[config.mk]
export PLATFORM = sky130hd
export DESIGN_NAME = key_debounce_repeat_longpress_top
export DESIGN_NICKNAME = d
export VERILOG_FILES = /design/src/rtl/kdrl_pkg.sv /design/src/rtl/key_debounce_repeat_longpress_top.sv /design/src/rtl/kdrl_key.sv
export SDC_FILE = /design/constraint.sdc
export NUM_CORES = 1
export LEC_CHECK = 0
export BUFFER_PORTS_ARGS = -buffer_cell sky130_fd_sc_hd__buf_4
export CELL_PAD_IN_SITES_DETAIL_PLACEMENT = 1
export CELL_PAD_IN_SITES_GLOBAL_PLACEMENT = 1
export CORE_MARGIN = 3
export CORE_UTILIZATION = 30
export CTS_CLUSTER_SIZE = 8
export DETAILED_ROUTE_END_ITERATION = 10
export PLACE_DENSITY_LB_ADDON = 0.1
export SKIP_LAST_GASP = 1
export SLEW_MARGIN = 20
export SYNTH_ARGS = -nofsm -noshare
export SYNTH_HDL_FRONTEND = slang
export SYNTH_SLANG_ARGS = --single-unit
[constraint.sdc]
create_clock -name clk -period 6.7 [get_ports clk]
set_clock_uncertainty 0.2 [all_clocks]
set_input_delay 1.675 -clock clk [delete_from_list [all_inputs] [get_ports clk]]
set_output_delay 1.675 -clock clk [all_outputs]
set_load 0.03 [all_outputs]
[src/rtl/kdrl_pkg.sv]
// kdrl_pkg: types, codes and helpers shared by the key qualifier block
// no dependencies; used by kdrl_key and key_debounce_repeat_longpress_top

package kdrl_pkg;

  // number of key slots on the ports (bits of a field per key)
  localparam int MAX_KEYS = 6;

  // request function codes
  localparam logic [1:0] FUNC_TICK        = 2'd0;
  localparam logic [1:0] FUNC_CLR_NOTIFY  = 2'd1;
  localparam logic [1:0] FUNC_CLR_TRIPLE  = 2'd2;

  // configuration register indexes
  localparam logic [2:0] REG_CHECK_PERIOD   = 3'd0;
  localparam logic [2:0] REG_LEVEL_THRESH   = 3'd1;
  localparam logic [2:0] REG_FIRST_GAP      = 3'd2;
  localparam logic [2:0] REG_SINGLE_LIMIT   = 3'd3;
  localparam logic [2:0] REG_CONT_GAP       = 3'd4;
  localparam logic [2:0] REG_LONG_REPEATS   = 3'd5;

  // notify codes
  localparam logic [2:0] NOTIFY_NONE     = 3'd0;
  localparam logic [2:0] NOTIFY_PRESS    = 3'd1;
  localparam logic [2:0] NOTIFY_REPEAT   = 3'd2;
  localparam logic [2:0] NOTIFY_LONG     = 3'd3;
  localparam logic [2:0] NOTIFY_RELEASED = 3'd4;

  // release tracking
  localparam logic [4:0] RELEASE_TIMEOUT_LIMIT = 5'd30;
  localparam logic [2:0] TRIPLE_COUNT          = 3'd3;

  typedef enum logic [2:0] {
    ST_IDLE     = 3'd0,
    ST_DEBOUNCE = 3'd1,
    ST_SINGLE   = 3'd2,
    ST_CONT     = 3'd3,
    ST_RELEASE  = 3'd4
  } press_state_t;

  typedef enum logic [1:0] {
    LVL_HIGH    = 2'd0,
    LVL_LOW     = 2'd1,
    LVL_INVALID = 2'd2
  } level_t;

  typedef struct packed {
    logic [1:0] func;
    logic [5:0] key_levels;
    logic [2:0] key_index;
  } in_t;

  typedef struct packed {
    logic        check_done;
    logic [17:0] notify_codes;
    logic [5:0]  pressed_flags;
    logic [5:0]  triple_flags;
  } out_t;

  typedef struct packed {
    logic [7:0] check_period;
    logic [7:0] level_threshold;
    logic [7:0] first_repeat_gap;
    logic [7:0] single_repeat_limit;
    logic [7:0] continuous_gap;
    logic [7:0] long_press_repeats;
  } cfg_t;

  // per-key command for the current request
  typedef struct packed {
    logic tick;
    logic check;
    logic level;
    logic clr_notify;
    logic clr_triple;
  } key_cmd_t;

  // per-key status after the current request
  typedef struct packed {
    logic [2:0] notify;
    logic       pressed;
    logic       triple;
  } key_stat_t;

  function automatic logic [7:0] sat_inc8(input logic [7:0] v);
    return (v == 8'hFF) ? v : v + 8'd1;
  endfunction

endpackage

[src/rtl/key_debounce_repeat_longpress_top.sv]
// Key qualifier for up to six keys: debounce, auto-repeat, long press and
// triple release. Takes one request per clock unless out_stall holds a result;
// each request passes an input register and then updates every key in parallel
// and loads the result register, from which its result is offered.
// The rate is one request per cycle while the receiver does not stall.
// The result register lets a new request in while an earlier result waits.
// Ticks run the state machine check every check_period ticks; notify codes
// stay until cleared by a clear-notify request.
// depends on kdrl_pkg and kdrl_key

module key_debounce_repeat_longpress_top #(
  parameter int NUM_KEYS = 6
) (
  input  logic           clk,
  input  logic           rst,
  input  logic           in_valid,
  output logic           in_stall,
  input  kdrl_pkg::in_t  in_data,
  output logic           out_valid,
  input  logic           out_stall,
  output kdrl_pkg::out_t out_data,
  input  logic           cfg_we,
  input  logic [2:0]     cfg_index,
  input  logic [7:0]     cfg_data
);

  kdrl_pkg::cfg_t      cfg;
  logic                s1_valid;
  kdrl_pkg::in_t       s1_data;
  logic                s1_adv;
  logic                process;
  logic                tick;
  logic                check;
  logic [7:0]          tick_count, tick_count_next;
  logic [7:0]          tick_inc;
  kdrl_pkg::key_stat_t stat [kdrl_pkg::MAX_KEYS];
  kdrl_pkg::out_t      result;

  // handshake: input register advances whenever the result register is free
  assign s1_adv   = !out_valid || !out_stall;
  assign in_stall = s1_valid && !s1_adv;
  assign process  = s1_valid && s1_adv;

  // configuration registers
  always_ff @(posedge clk) begin
    if (rst) begin
      cfg.check_period        <= 8'd3;
      cfg.level_threshold     <= 8'd1;
      cfg.first_repeat_gap    <= 8'd10;
      cfg.single_repeat_limit <= 8'd2;
      cfg.continuous_gap      <= 8'd3;
      cfg.long_press_repeats  <= 8'd20;
    end else if (cfg_we) begin
      unique case (cfg_index)
        kdrl_pkg::REG_CHECK_PERIOD: cfg.check_period        <= cfg_data;
        kdrl_pkg::REG_LEVEL_THRESH: cfg.level_threshold     <= cfg_data;
        kdrl_pkg::REG_FIRST_GAP:    cfg.first_repeat_gap    <= cfg_data;
        kdrl_pkg::REG_SINGLE_LIMIT: cfg.single_repeat_limit <= cfg_data;
        kdrl_pkg::REG_CONT_GAP:     cfg.continuous_gap      <= cfg_data;
        kdrl_pkg::REG_LONG_REPEATS: cfg.long_press_repeats  <= cfg_data;
        default: begin
        end
      endcase
    end
  end

  // input register
  always_ff @(posedge clk) begin
    if (rst) begin
      s1_valid <= 1'b0;
    end else if (!in_stall) begin
      s1_valid <= in_valid;
    end
  end

  always_ff @(posedge clk) begin
    if (in_valid && !in_stall) begin
      s1_data <= in_data;
    end
  end

  // tick counter and check decision
  always_comb begin
    tick     = process && (s1_data.func == kdrl_pkg::FUNC_TICK);
    tick_inc = kdrl_pkg::sat_inc8(tick_count);
    check    = tick && (tick_inc >= cfg.check_period);
    if (check) begin
      tick_count_next = 8'd0;
    end else if (tick) begin
      tick_count_next = tick_inc;
    end else begin
      tick_count_next = tick_count;
    end
  end

  always_ff @(posedge clk) begin
    if (rst) begin
      tick_count <= 8'd0;
    end else begin
      tick_count <= tick_count_next;
    end
  end

  // per-key units; unused key slots report zero
  for (genvar k = 0; k < kdrl_pkg::MAX_KEYS; k++) begin : g_key
    if (k < NUM_KEYS) begin : g_used
      kdrl_pkg::key_cmd_t cmd;

      always_comb begin
        cmd.tick       = tick;
        cmd.check      = check;
        cmd.level      = s1_data.key_levels[k];
        cmd.clr_notify = process && (s1_data.func == kdrl_pkg::FUNC_CLR_NOTIFY)
                         && (s1_data.key_index == 3'(k));
        cmd.clr_triple = process && (s1_data.func == kdrl_pkg::FUNC_CLR_TRIPLE)
                         && (s1_data.key_index == 3'(k));
      end

      kdrl_key u_key (
        .clk  (clk),
        .rst  (rst),
        .cfg  (cfg),
        .cmd  (cmd),
        .stat (stat[k])
      );
    end else begin : g_unused
      assign stat[k] = '0;
    end
  end

  // result assembly
  always_comb begin
    result.check_done = check;
    for (int k = 0; k < kdrl_pkg::MAX_KEYS; k++) begin
      result.notify_codes[3*k +: 3] = stat[k].notify;
      result.pressed_flags[k]       = stat[k].pressed;
      result.triple_flags[k]        = stat[k].triple;
    end
  end

  // result register
  always_ff @(posedge clk) begin
    if (rst) begin
      out_valid <= 1'b0;
    end else if (s1_adv) begin
      out_valid <= s1_valid;
    end
  end

  always_ff @(posedge clk) begin
    if (process) begin
      out_data <= result;
    end
  end

endmodule

[src/rtl/kdrl_key.sv]
// kdrl_key: sample counters, press state machine and release tracking of one key
// depends on kdrl_pkg

module kdrl_key (
  input  logic                clk,
  input  logic                rst,
  input  kdrl_pkg::cfg_t      cfg,
  input  kdrl_pkg::key_cmd_t  cmd,
  output kdrl_pkg::key_stat_t stat
);

  localparam logic [4:0] RELEASE_TIMEOUT_LIMIT_L = kdrl_pkg::RELEASE_TIMEOUT_LIMIT;

  kdrl_pkg::press_state_t state, state_next;
  logic [7:0] high_samples, high_samples_next;
  logic [7:0] low_samples, low_samples_next;
  logic [7:0] gap_count, gap_count_next;
  logic [7:0] single_count, single_count_next;
  logic [7:0] long_count, long_count_next;
  logic [2:0] notify_latch, notify_latch_next;
  logic [1:0] release_count, release_count_next;
  logic       triple_flag, triple_flag_next;
  logic [4:0] release_timeout, release_timeout_next;

  logic [7:0]       high_inc, low_inc;
  kdrl_pkg::level_t lvl;
  logic             go_cont;
  logic [7:0]       gap_tmp, single_tmp, long_tmp;
  logic [4:0]       rt_tmp;
  logic [2:0]       rc_tmp;

  // sample counting and level classification
  always_comb begin
    high_inc = (cmd.tick && cmd.level) ? kdrl_pkg::sat_inc8(high_samples) : high_samples;
    low_inc  = (cmd.tick && !cmd.level) ? kdrl_pkg::sat_inc8(low_samples) : low_samples;
    if (high_inc > cfg.level_threshold) begin
      lvl = kdrl_pkg::LVL_HIGH;
    end else if (low_inc > cfg.level_threshold) begin
      lvl = kdrl_pkg::LVL_LOW;
    end else begin
      lvl = kdrl_pkg::LVL_INVALID;
    end
    high_samples_next = cmd.check ? 8'd0 : high_inc;
    low_samples_next  = cmd.check ? 8'd0 : low_inc;
  end

  // repeat, long press and notify counters
  always_comb begin
    gap_count_next    = gap_count;
    single_count_next = single_count;
    long_count_next   = long_count;
    notify_latch_next = notify_latch;
    go_cont           = 1'b0;
    gap_tmp           = kdrl_pkg::sat_inc8(gap_count);
    single_tmp        = single_count;
    long_tmp          = long_count + 8'd1;
    if (cmd.check) begin
      case (state)
        kdrl_pkg::ST_DEBOUNCE: begin
          if (lvl == kdrl_pkg::LVL_LOW) begin
            notify_latch_next = kdrl_pkg::NOTIFY_PRESS;
            gap_count_next    = 8'd0;
          end
        end
        kdrl_pkg::ST_SINGLE: begin
          if (lvl == kdrl_pkg::LVL_LOW) begin
            gap_count_next = gap_tmp;
            if (gap_tmp > cfg.first_repeat_gap) begin
              notify_latch_next = kdrl_pkg::NOTIFY_REPEAT;
              gap_count_next    = 8'd0;
              single_tmp        = kdrl_pkg::sat_inc8(single_count);
            end
            single_count_next = single_tmp;
            if (single_tmp > cfg.single_repeat_limit) begin
              go_cont           = 1'b1;
              single_count_next = 8'd0;
              long_count_next   = 8'd0;
            end
          end
        end
        kdrl_pkg::ST_CONT: begin
          if (lvl == kdrl_pkg::LVL_LOW) begin
            gap_count_next = gap_tmp;
            if (gap_tmp >= cfg.continuous_gap) begin
              notify_latch_next = kdrl_pkg::NOTIFY_REPEAT;
              gap_count_next    = 8'd0;
              long_count_next   = long_tmp;
              if (long_tmp == cfg.long_press_repeats) begin
                notify_latch_next = kdrl_pkg::NOTIFY_LONG;
                long_count_next   = 8'd0;
              end
            end
          end
        end
        kdrl_pkg::ST_RELEASE: begin
          if (lvl == kdrl_pkg::LVL_HIGH) begin
            notify_latch_next = kdrl_pkg::NOTIFY_RELEASED;
          end
        end
        default: begin
        end
      endcase
    end else if (cmd.clr_notify) begin
      notify_latch_next = kdrl_pkg::NOTIFY_NONE;
    end
  end

  // press state machine: next state
  always_comb begin
    state_next = state;
    if (cmd.check) begin
      unique case (state)
        kdrl_pkg::ST_IDLE: begin
          if (lvl == kdrl_pkg::LVL_LOW) state_next = kdrl_pkg::ST_DEBOUNCE;
        end
        kdrl_pkg::ST_DEBOUNCE: begin
          if (lvl == kdrl_pkg::LVL_HIGH) begin
            state_next = kdrl_pkg::ST_RELEASE;
          end else if (lvl == kdrl_pkg::LVL_LOW) begin
            state_next = kdrl_pkg::ST_SINGLE;
          end
        end
        kdrl_pkg::ST_SINGLE: begin
          if (lvl != kdrl_pkg::LVL_LOW) begin
            state_next = kdrl_pkg::ST_DEBOUNCE;
          end else if (go_cont) begin
            state_next = kdrl_pkg::ST_CONT;
          end
        end
        kdrl_pkg::ST_CONT: begin
          if (lvl != kdrl_pkg::LVL_LOW) state_next = kdrl_pkg::ST_DEBOUNCE;
        end
        kdrl_pkg::ST_RELEASE: begin
          state_next = (lvl == kdrl_pkg::LVL_HIGH) ? kdrl_pkg::ST_IDLE
                                                   : kdrl_pkg::ST_DEBOUNCE;
        end
        default: state_next = kdrl_pkg::ST_IDLE;
      endcase
    end
  end

  // release counting with timeout, triple flag
  always_comb begin
    release_timeout_next = release_timeout;
    release_count_next   = release_count;
    triple_flag_next     = triple_flag;
    rt_tmp               = release_timeout + 5'd1;
    rc_tmp               = 3'd0;
    if (cmd.check) begin
      release_timeout_next = rt_tmp;
      if (rt_tmp > RELEASE_TIMEOUT_LIMIT_L) begin
        release_timeout_next = 5'd0;
        release_count_next   = 2'd0;
        triple_flag_next     = 1'b0;
      end
      if (state_next == kdrl_pkg::ST_RELEASE) begin
        release_timeout_next = 5'd0;
        rc_tmp               = {1'b0, release_count_next} + 3'd1;
        if (rc_tmp >= kdrl_pkg::TRIPLE_COUNT) begin
          triple_flag_next   = 1'b1;
          release_count_next = kdrl_pkg::TRIPLE_COUNT[1:0];
        end else begin
          release_count_next = rc_tmp[1:0];
        end
      end
    end else if (cmd.clr_triple) begin
      release_count_next = 2'd0;
      triple_flag_next   = 1'b0;
    end
  end

  // press state machine: status outputs
  always_comb begin
    stat.notify  = notify_latch_next;
    stat.pressed = (state_next == kdrl_pkg::ST_SINGLE) || (state_next == kdrl_pkg::ST_CONT);
    stat.triple  = triple_flag_next;
  end

  // key state registers
  always_ff @(posedge clk) begin
    if (rst) begin
      state           <= kdrl_pkg::ST_IDLE;
      high_samples    <= 8'd0;
      low_samples     <= 8'd0;
      gap_count       <= 8'd0;
      single_count    <= 8'd0;
      long_count      <= 8'd0;
      notify_latch    <= kdrl_pkg::NOTIFY_NONE;
      release_count   <= 2'd0;
      triple_flag     <= 1'b0;
      release_timeout <= 5'd0;
    end else begin
      state           <= state_next;
      high_samples    <= high_samples_next;
      low_samples     <= low_samples_next;
      gap_count       <= gap_count_next;
      single_count    <= single_count_next;
      long_count      <= long_count_next;
      notify_latch    <= notify_latch_next;
      release_count   <= release_count_next;
      triple_flag     <= triple_flag_next;
      release_timeout <= release_timeout_next;
    end
  end

endmodule

* Word-level counts from Yosys, hierarchy flattened
Cells that the tools add are included.
Word-level totals: bits of input ports 27, output and inout bits 33, bits in registers 424, word-level logic and storage cells 762
Operators by class: add/sub/neg operators 43, equal/unequal tests 127, reductions and logical operators 106, muxes and demuxes 367, order comparisons 43
Operator list (count):
- 8-bit two-way mux | 127
- 3-bit two-way mux | 90
- 8-bit by 1-bit adder with 8-bit output, second input constant | 31
- 8-bit == test, second input constant | 25
- 8-bit greater-than comparator | 24
- 8-bit case mux with 3 select lines | 6
- 2-bit two-way mux | 48
- 8-bit case mux with 2 select lines | 6
- 3-bit case mux with 5 select lines | 6
- 3-bit by 2-bit == test with 1-bit output, second input constant | 28
- 2-bit by 1-bit != test with 1-bit output, second input constant | 36
- 3-bit case mux with 4 select lines | 6
- 1-bit two-way mux | 66
- 5-bit two-way mux | 12
- 8-bit greater-or-equal comparator | 7
- 3-bit == test, second input constant | 16
- 8-bit == test | 6
- 6-bit AND reduction | 6
- 1-bit logical AND | 31
- 5-bit by 1-bit adder with 5-bit output, second input constant | 6
- 5-bit greater-than comparator, second input constant | 6
- 5-bit AND reduction | 6
- 3-bit by 1-bit == test with 1-bit output, second input constant | 8
- 3-bit zero test | 8
- other kinds (12) | 75

* Longest topological paths before layout
Gate-level depths: netlist (run 1).
depth in word-level cells 25, depth in mapped cells 25

* Hierarchy
From an unflattened synthesis (run 1), not the netlist that was laid out.
Second synthesis, totals: cell total of the unflattened synthesis 3630, area, all modules 29918.7 um2
Modules (own cells, without submodules):
- kdrl_key (g_key[1].g_used.u_key ...) | seq. area each 1081.0 um2, area each 4326.6 um2, instances 4, cells each 540
- kdrl_key (g_key[0].g_used.u_key) | seq. area each 1081.0 um2, area each 4410.5 um2, instances 1, cells each 550
- kdrl_key (g_key[5].g_used.u_key) | seq. area each 1081.0 um2, area each 4301.6 um2, instances 1, cells each 542
- key_debounce_repeat_longpress_top | seq. area each 2422.3 um2, area each 3900.0 um2, instances 1, cells each 378

* Worst setup path before layout (run 1)
OpenSTA, ideal clock, no wires.
path type input-to-reg, start point in out_stall, end point reg g_key[3].g_used.u_key.single_count[5], slack 841 ps, arrival 5589 ps, cell stages on the path 17, path buffers 2, cells stage by stage nand2_1 > and3b_1 > nor2b_1 > clkbuf_1 > nand2_1 > a21oi_1 > mux2_2 > ha_1 > nor2b_1 > o211ai_1 > a21oi_1 > o22ai_1 > or4b_4 > nand2b_4 > buf_6 > or4_1 > a21oi_1
Between the ends: elaborated cells on any way between the ends 15
RTL lines:
- from (decl) | RTL line key_debounce_repeat_longpress_top.sv:20 | input logic out_stall,
- 1-bit zero test | RTL line key_debounce_repeat_longpress_top.sv:40 | assign s1_adv = !out_valid || !out_stall;
- 1-bit logical OR | RTL line key_debounce_repeat_longpress_top.sv:40
- 1-bit logical AND | RTL line key_debounce_repeat_longpress_top.sv:42 | assign process = s1_valid && s1_adv;
- 1-bit logical AND | RTL line key_debounce_repeat_longpress_top.sv:84 | tick = process && (s1_data.func == kdrl_pkg::FUNC_TICK);
- 1-bit logical AND | RTL line kdrl_key.sv:34 | high_inc = (cmd.tick && cmd.level) ? kdrl_pkg::sat_inc8(high_samples) : high_samples;
- 8-bit two-way mux | RTL line kdrl_key.sv:34
- net g_key[3].g_used.u_key.high_inc[1] | RTL line kdrl_key.sv:25 | logic [7:0] high_inc, low_inc;
- 8-bit greater-than comparator | RTL line kdrl_key.sv:36 | if (high_inc > cfg.level_threshold) begin
- 2-bit two-way mux | RTL line kdrl_key.sv:36
- 2-bit by 1-bit == test with 1-bit output | RTL line kdrl_key.sv:66 | if (lvl == kdrl_pkg::LVL_LOW) begin
- 3-bit AND reduction (no line)
- to (signal assigned) | RTL line kdrl_key.sv:197 | single_count <= single_count_next;
- to (decl) | RTL line kdrl_key.sv:18 | logic [7:0] single_count, single_count_next;
The timed path passes the listed nets, and every way through them passes these cells. A chain may end at the register's enable or synchronous reset.

* Final worst setup path (run 1)
start point reg g_key[3].g_used.u_key.gap_count[0], end point reg g_key[3].g_used.u_key.single_count[4]
Between the ends: cells in the longest elaborated chain, start to end 9, elaborated cells on any way between the ends 10
RTL lines:
- from (decl) | RTL line kdrl_key.sv:17 | logic [7:0] gap_count, gap_count_next;
- from (signal assigned) | RTL line kdrl_key.sv:196 | gap_count <= gap_count_next;
- 8-bit by 1-bit adder with 8-bit output / 8-bit == test (equally long branches) | RTL line kdrl_pkg.sv:86 | return (v == 8'hFF) ? v : v + 8'd1;
- 8-bit two-way mux (*) | RTL line kdrl_pkg.sv:86
- 8-bit greater-than comparator (*) | RTL line kdrl_key.sv:68 | if (gap_tmp > cfg.first_repeat_gap) begin
- 8-bit two-way mux (*) | RTL line kdrl_key.sv:68
- 8-bit two-way mux (*) | RTL line kdrl_key.sv:66
- 8-bit two-way mux (*) | RTL line kdrl_key.sv:58 | case (state)
- 8-bit two-way mux (*) | RTL line kdrl_key.sv:57 | if (cmd.check) begin
- 8-bit greater-than comparator | RTL line kdrl_key.sv:74 | if (single_tmp > cfg.single_repeat_limit) begin
- 8-bit two-way mux (*) | RTL line kdrl_key.sv:74
Every way passes the cells marked *; elsewhere a longest branch is shown, timed or not. The select of a mux whose other input is x is not followed.

==> results of run 1 <==
tightest hold or removal path: stages (launching register included):
cell and delay, ns:
dfxtp_1 0.30, nand2_1 0.05, a21oi_1 0.05
power groups by stage:
stage          Sequential, µW  Clock [µW]  Combinational (µW)
2_1_floorplan            2670           0                 192
3_3_place_gp             2670           0                 345
3_5_place_dp             2670           0                 357
4_1_cts                  2620        3120                 358
5_1_grt                  2620        3220                 388
6_report                 2620        3010                 352
worst paths after layout:
check                                                        start                                     to  slack [ns]  cells past startpoint
worst min-delay path                                       cfg[23]                                cfg[23]        0.25                      2
worst max-delay path            g_key[3].g_used.u_key.gap_count[0]  g_key[3].g_used.u_key.single_count[4]        0.54                     23
worst min register to register                             cfg[23]                                cfg[23]        0.25                      2
worst max register to register  g_key[3].g_used.u_key.gap_count[0]  g_key[3].g_used.u_key.single_count[4]        0.54                     23
registers in the layout, indices dropped and copies added, names as in the netlist:
register / cells
g_key.g_used.u_key.release_count: 12
g_key.g_used.u_key.notify_latch: 18
g_key.g_used.u_key.long_count: 48
s1_data: 5
out_data: 31
g_key.g_used.cmd: 6
g_key.g_used.u_key.state: 18
g_key.g_used.u_key.release_timeout: 30
cfg: 48
s1_valid: 1
g_key.g_used.u_key.high_samples: 48
g_key.g_used.u_key.triple_flag: 6
tick_count: 8
g_key.g_used.u_key.single_count: 48
g_key.g_used.u_key.low_samples: 48
out_valid: 1
g_key.g_used.u_key.gap_count: 48
metrics by stage:
| step | area [µm²] | setup slack [ns] | utilization [%] |
|---|---|---|---|
| CTS | 31500 | 0.542 | 34.7 |
| floorplan | 27600 | 0.841 | - |
| detailed placement | 29700 | 0.233 | 32.8 |
| global route | 31500 | 0.106 | 34.7 |
| finish | 31500 | 0.539 | 34.7 |
| global placement | 29700 | 0.425 | 32.8 |
layout make-up:
class                           instances  area (µm²)  area share, %
Clock buffer                           94        1720           5.47
Clock inverter                          4        48.8          0.155
Inverter                              112         420           1.34
Multi-Input combinational cell       2661       17800           56.7
Sequential cell                       424        8910           28.3
Tap cell                             1176        1470           4.67
Timing Repair Buffer                  134        1070           3.41
synthesized netlist by cell type, types with 30 or more instances:
master / instances / area share [%]
a21o_1: 38 / 1.0
a21oi_1: 268 / 4.9
a22oi_1: 36 / 0.98
a31oi_1: 48 / 1.1
and2_1: 115 / 2.6
and3_1: 60 / 1.4
clkbuf_1: 94 / 1.3
dfxtp_1: 382 / 28
edfxtp_1: 42 / 4.6
ha_1: 291 / 13
inv_1: 111 / 1.5
mux2_2: 42 / 1.7
nand2_1: 316 / 4.3
nand2b_1: 39 / 0.88
nand3_1: 160 / 2.9
nand4_1: 88 / 2.0
nor2_1: 271 / 3.7
nor2b_1: 58 / 1.3
nor3_1: 65 / 1.2
o211ai_1: 30 / 0.82
o21ai_0: 123 / 2.2
or3_1: 34 / 0.77
xnor2_1: 152 / 4.8
xor2_1: 45 / 1.4
cell families (layout without fill, tap and decap cells):
logic type      Yosys count  after routing  share of synthesized area, %
simple gates           1337           1337                          24.7
compound gates          776            776                          18.0
flops                   424            424                          32.3
fa+ha+maj               291            291                          13.2
buf+inv                 229            344                          3.20
xor+xnor                197            197                          6.25
mux                      60             60                          2.37
metal layers:
metal | vias to the layer above | track usage (%) | wire length [µm]
li1 | 12300 | - | -
met1 | 12600 | 25.8 | 45100
met2 | 323 | 36.6 | 48500
met3 | 166 | 2.80 | 2950
met4 | 0 | 6.58 | 3330
met5 | - | 0 | 0
==> impl_metrics.csv, run 1 <==
group,metric,value,unit
logic_synthesis,synth.distinct_cells,83,
clock_network,clock_latency,0.66,ns
sta,rsz0062_at_grt,"no",
logic_synthesis,yosys_warnings,0,
logic_synthesis,syn_nets,3632,
die,die_h,309,µm
run,maxCapViolations,0,
critical_path,cp_data_arrival_time,6.51,ns
global_routing,grt_pass1_vias,26400,
global_routing,grt_overflow,0,
die,num_io_pins,60,
final_layout,drive_above_1_share,8.57,%
detailed_routing,drc,0,
sta,post-route-min-period,6.16,ns
global_routing,grt_usage,20.6,%
logic_synthesis,netlist_instances,3314,
critical_path,critPathLaunchType,"flop",
final_layout,nFillCells,10600,
clock_network,clockBufferDepth,3,
critical_path,crit_family,"simple AND/OR/NAND/NOR gates",
pwr,power_switching,1510,µW
final_layout,antenna_cells,0,
final_layout,syn_to_final_growth,14.0,%
die,rows,110,
critical_path,cp_num_buf_inv,1,
final_layout,final_nets,3712,
detailed_routing,avgViaCountPerCell,5.50,
pwr,cellPowerDensity,190,nW/µm²
clock_network,clkTransAtPathRegs,0.06,ns
logic_synthesis,netlist_area,27600,µm²
logic_synthesis,ys_seq_elements,424,
place,portBuffers,59,
critical_path,crit_slowest_cell,"a21oi_1",
critical_path,max_stage_delay,0.68,ns
critical_path,critPathMostFrequentCell,"ha_1",
place,hpwl,72.5,mm
sta,period_share,92.0,%
sta,maxSlewViolCount,0,
sta,slew_headroom,31.2,%
logic_synthesis,ys_async_sr_fraction,0,%
detailed_routing,dr.pass1.iters,5,
critical_path,required,7.05,ns
clock_network,hold_buffers,0,
logic_synthesis,synth_area_per_cell,8.33,µm²
pwr,sw_frac_of_total,25.3,%
clock_network,cts_buffers,61,
clock_network,root_buffer,"clkbuf_16",
worst_hold_path,min_path_type,"flop to flop",
pwr,p_comb_share,5.9,%
clock_network,cts_resized,0,
critical_path,worstSetupPathType,"flop to flop",
pwr,clkPwrFrac,50.3,%
clock_network,post_cts.repair.setup_buffers,0,
final_layout,instances_no_fill,4605,
critical_path,path_cells,"ha_1 -> nand2_1 -> nor2_1 -> nand3_1 -> nand2b_1 -> or2_2 -> nand2_1 -> ha_1 -> and3_1 -> o21ai_0 -> a31oi_1 -> nor3b_2 -> buf_4 -> mux2_2 -> ha_1 -> nor2b_1 -> o21a_1 -> o21a_1 -> o21bai_1 -> a21oi_1 -> nor3_1 -> and3_1 -> a31o_2",
logic_synthesis,synth_top_flop_cell,"dfxtp_1",
pwr,pwr-share-seq,43.8,%
detailed_routing,ant_nets,0,
pwr,p_leak,0.0124,µW
final_layout,layout_commonest_cell,"dfxtp_1",
die,die_w,309,µm
logic_synthesis,synth_edf_count,42,
die,start_util,30.4,%
critical_path,critPathCaptureType,"flop",
global_routing,grt_max_degree,137,
logic_synthesis,synth.yosys.seq_area_share,32.3,%
global_routing,antenna_found_initial,1,
global_routing,grt_pass1_wl,154,mm
sta,worst_pin_slew,1.02,ns
sta,hold-worst-slack,0.253,ns
place,gp_congestion,0.810,
sta,final_hold_viol_count,0,
status,status,"complete, no violations",
place,dp.cells,4507,
critical_path,crit_fanout,11,
sta,fmax,0.162,GHz
detailed_routing,wirelength,99.8,mm
pwr,peakVddDrop,216,µV
detailed_routing,avgRoutedWirePerCell,21.7,µm
die,dieArea,95700,µm²
die,core-area,90700,µm²
clock_network,htreeDepth,2,
final_layout,mostFrequentLayoutCells,"382 x dfxtp_1, 315 x nand2_1, 291 x ha_1, 270 x nor2_1, 268 x a21oi_1",
detailed_routing,drtIter0Drc,1158,
sta,setup_violations,0,
clock_network,clock_sinks,424,
pwr,power.total,5980,µW
sta,setup_tns,0,ns
detailed_routing,vias,25300,
clock_network,cts_tree,"yes",
pwr,p_int,4460,µW
No activity file was read; power rests on OpenSTA's default activity.
==> run 2, diff against run 1 <==
--- a/config.mk
+++ b/config.mk
@@ -12,7 +12,7 @@
 export CORE_UTILIZATION = 30
 export CTS_CLUSTER_SIZE = 8
 export DETAILED_ROUTE_END_ITERATION = 10
-export PLACE_DENSITY_LB_ADDON = 0.1
+export PLACE_DENSITY_LB_ADDON = 0.3
 export SKIP_LAST_GASP = 1
 export SLEW_MARGIN = 20
 export SYNTH_ARGS = -nofsm -noshare
==> run 2 against run 1 <==
Against the previous run:
- register-to-register slack gained 0.15 ns
- clock power shrank 4%
- first-iteration DRC count grew 7.5%
- maximum frequency grew 2.5%
- combinational power shrank 2%
- cell count shrank 0.41%
- via count shrank 2.0%
==> impl_metrics.csv, run 2 (synthesis results as in run 1) <==
group,metric,value,unit
worst_hold_path,holdPathStages,2,
worst_hold_path,min_to,"cfg[37]",
die,die_h,309,µm
sta,period_share,89.7,%
global_routing,grt_pass1_wl,142,mm
critical_path,rrSetupSlack,0.69,ns
sta,slew_headroom,22.3,%
clock_network,root_buffer,"clkbuf_16",
clock_network,clkTransAtPathRegs,0.06,ns
global_routing,grt_overflow,0,
critical_path,crit_fanout,11,
place,hpwl,66.0,mm
place,dp.cells,4495,
clock_network,clock_latency,0.63,ns
die,core-area,90700,µm²
clock_network,hold_buffers,0,
clock_network,post_cts.repair.setup_buffers,0,
final_layout,final_cell_area,31300,µm²
clock_network,cts_tree,"yes",
place,portBuffers,59,
final_layout,mostFrequentLayoutCells,"382 x dfxtp_1, 315 x nand2_1, 291 x ha_1, 270 x nor2_1, 268 x a21oi_1",
sta,hold-worst-slack,0.251,ns
clock_network,htreeDepth,2,
die,start_util,30.4,%
detailed_routing,drc,0,
sta,setup_tns,0,ns
critical_path,worstSetupPathType,"flop to flop",
clock_network,clockBufferDepth,3,
critical_path,r2r_cells,22,
detailed_routing,avgRoutedWirePerCell,20.0,µm
sta,maxSlewViolCount,0,
critical_path,r2r_end,"g_key[3].g_used.u_key.single_count[4]",
final_layout,instances_no_fill,4586,
place,gp_congestion,0.823,
final_layout,final_nets,3699,
critical_path,cp_data_arrival_time,6.33,ns
critical_path,critPathCaptureType,"flop",
final_layout,syn_to_final_growth,13.2,%
global_routing,grt_usage,19.0,%
pwr,peakVddDrop,180,µV
pwr,cellPowerDensity,187,nW/µm²
detailed_routing,dr.pass1.iters,5,
run,maxCapViolations,0,
detailed_routing,ant_nets,0,
sta,fmax,0.166,GHz
die,die_w,309,µm
sta,final_hold_viol_count,0,
global_routing,antenna_found_initial,1,
detailed_routing,avgViaCountPerCell,5.41,
final_layout,layout_commonest_cell,"dfxtp_1",
detailed_routing,drtIter0Drc,1245,
clock_network,cts_resized,0,
sta,worst_pin_slew,1.16,ns
final_layout,drive_above_1_share,8.15,%
final_layout,nFillCells,10700,
detailed_routing,wirelength,91.9,mm
sta,setup_violations,0,
global_routing,grt_pass1_vias,24500,
sta,rsz0062_at_grt,"no",
critical_path,critPathLaunchType,"flop",
global_routing,grt_max_degree,83,
final_layout,antenna_cells,0,
die,dieArea,95700,µm²
pwr,p_leak,0.0123,µW
status,status,"complete, no violations",
die,num_io_pins,60,
clock_network,clock_sinks,424,
clock_network,cts_buffers,60,
worst_hold_path,min_from,"cfg[37]",
critical_path,timing.rr.start,"g_key[3].g_used.u_key.gap_count[0]",
place,place_area,29600,µm²
detailed_routing,vias,24800,
die,rows,110,
critical_path,required,7.02,ns
worst_hold_path,min_path_type,"flop to flop",
sta,post-route-min-period,6.01,ns
[run 2: cell count changes in the layout (fill, tap and decap cells not counted), sizes merged]
cell,before,now
buf,134,122
inv,112,111
clkinv,3,1
clkbuf,94,90
[run 2: cell type report]
type                    count  area (µm²)  area share, %
clock buffers              90        1660           5.29
clock inverters             1        30.0         0.0960
inverters                 112         420           1.34
multi-input cells        2661       17800           57.1
flip-flops and latches    424        8910           28.5
well taps                1176        1470           4.70
repair buffers            122         945           3.02
[run 2: worst max-delay path by stage]
stage / startpoint / to / slack, ns / depth (start not counted)
finish: g_key[3].g_used.u_key.gap_count[0] / g_key[3].g_used.u_key.single_count[4] / 0.69 / 22
global route: g_key[3].g_used.u_key.gap_count[0] / g_key[3].g_used.u_key.single_count[4] / 0.16 / 21
CTS: g_key[3].g_used.u_key.gap_count[0] / g_key[3].g_used.u_key.single_count[4] / 0.66 / 22
detailed placement: out_stall / g_key[3].g_used.u_key.long_count[0] / 0.40 / 16
global placement: out_stall / g_key[2].g_used.u_key.triple_flag / 0.47 / 18
floorplan: out_stall / g_key[3].g_used.u_key.single_count[5] / 0.84 / 17
[run 2: where the power goes]
part | switching, µW | leakage, µW | internal [µW]
Clock | 1190 | 0.000812 | 1700
Combinational | 236 | 0.00798 | 108
Sequential | 30.5 | 0.00349 | 2590
Total | 1450 | 0.0123 | 4390
[run 2: worst max-delay path: stages (launching register included)]
cell and delay, ns:
dfxtp_1 0.42, ha_1 0.24, nand2_1 0.09, nor2_1 0.18
nand3_1 0.27, nand2b_1 0.20, or2_2 0.14, nand2_1 0.09
ha_1 0.30, and3_1 0.17, o21ai_0 0.08, a31oi_1 0.50
nor3b_2 0.54, mux2_2 0.40, ha_1 0.29, nor2b_1 0.14
o21a_1 0.12, o21a_1 0.13, o21bai_1 0.07, a21oi_1 0.66
nor3_1 0.22, and3_1 0.24, a31o_2 0.21
[run 2: routing by layer]
layer | track usage, % | wire length, µm | up-vias
met5 | 0 | 0 | -
met4 | 5.31 | 2500 | 0
met3 | 2.26 | 3350 | 135
met2 | 31.5 | 41800 | 362
met1 | 25.9 | 44200 | 12100
li1 | - | - | 12200
[run 2: stage by stage]
step	utilization, %	power (µW)	setup WS [ns]
3_5_place_dp	32.6	3020	0.404
2_1_floorplan	-	2860	0.841
4_1_cts	34.5	5950	0.655
3_3_place_gp	32.6	3010	0.468
5_1_grt	34.5	6080	0.162
6_report	34.5	5850	0.690
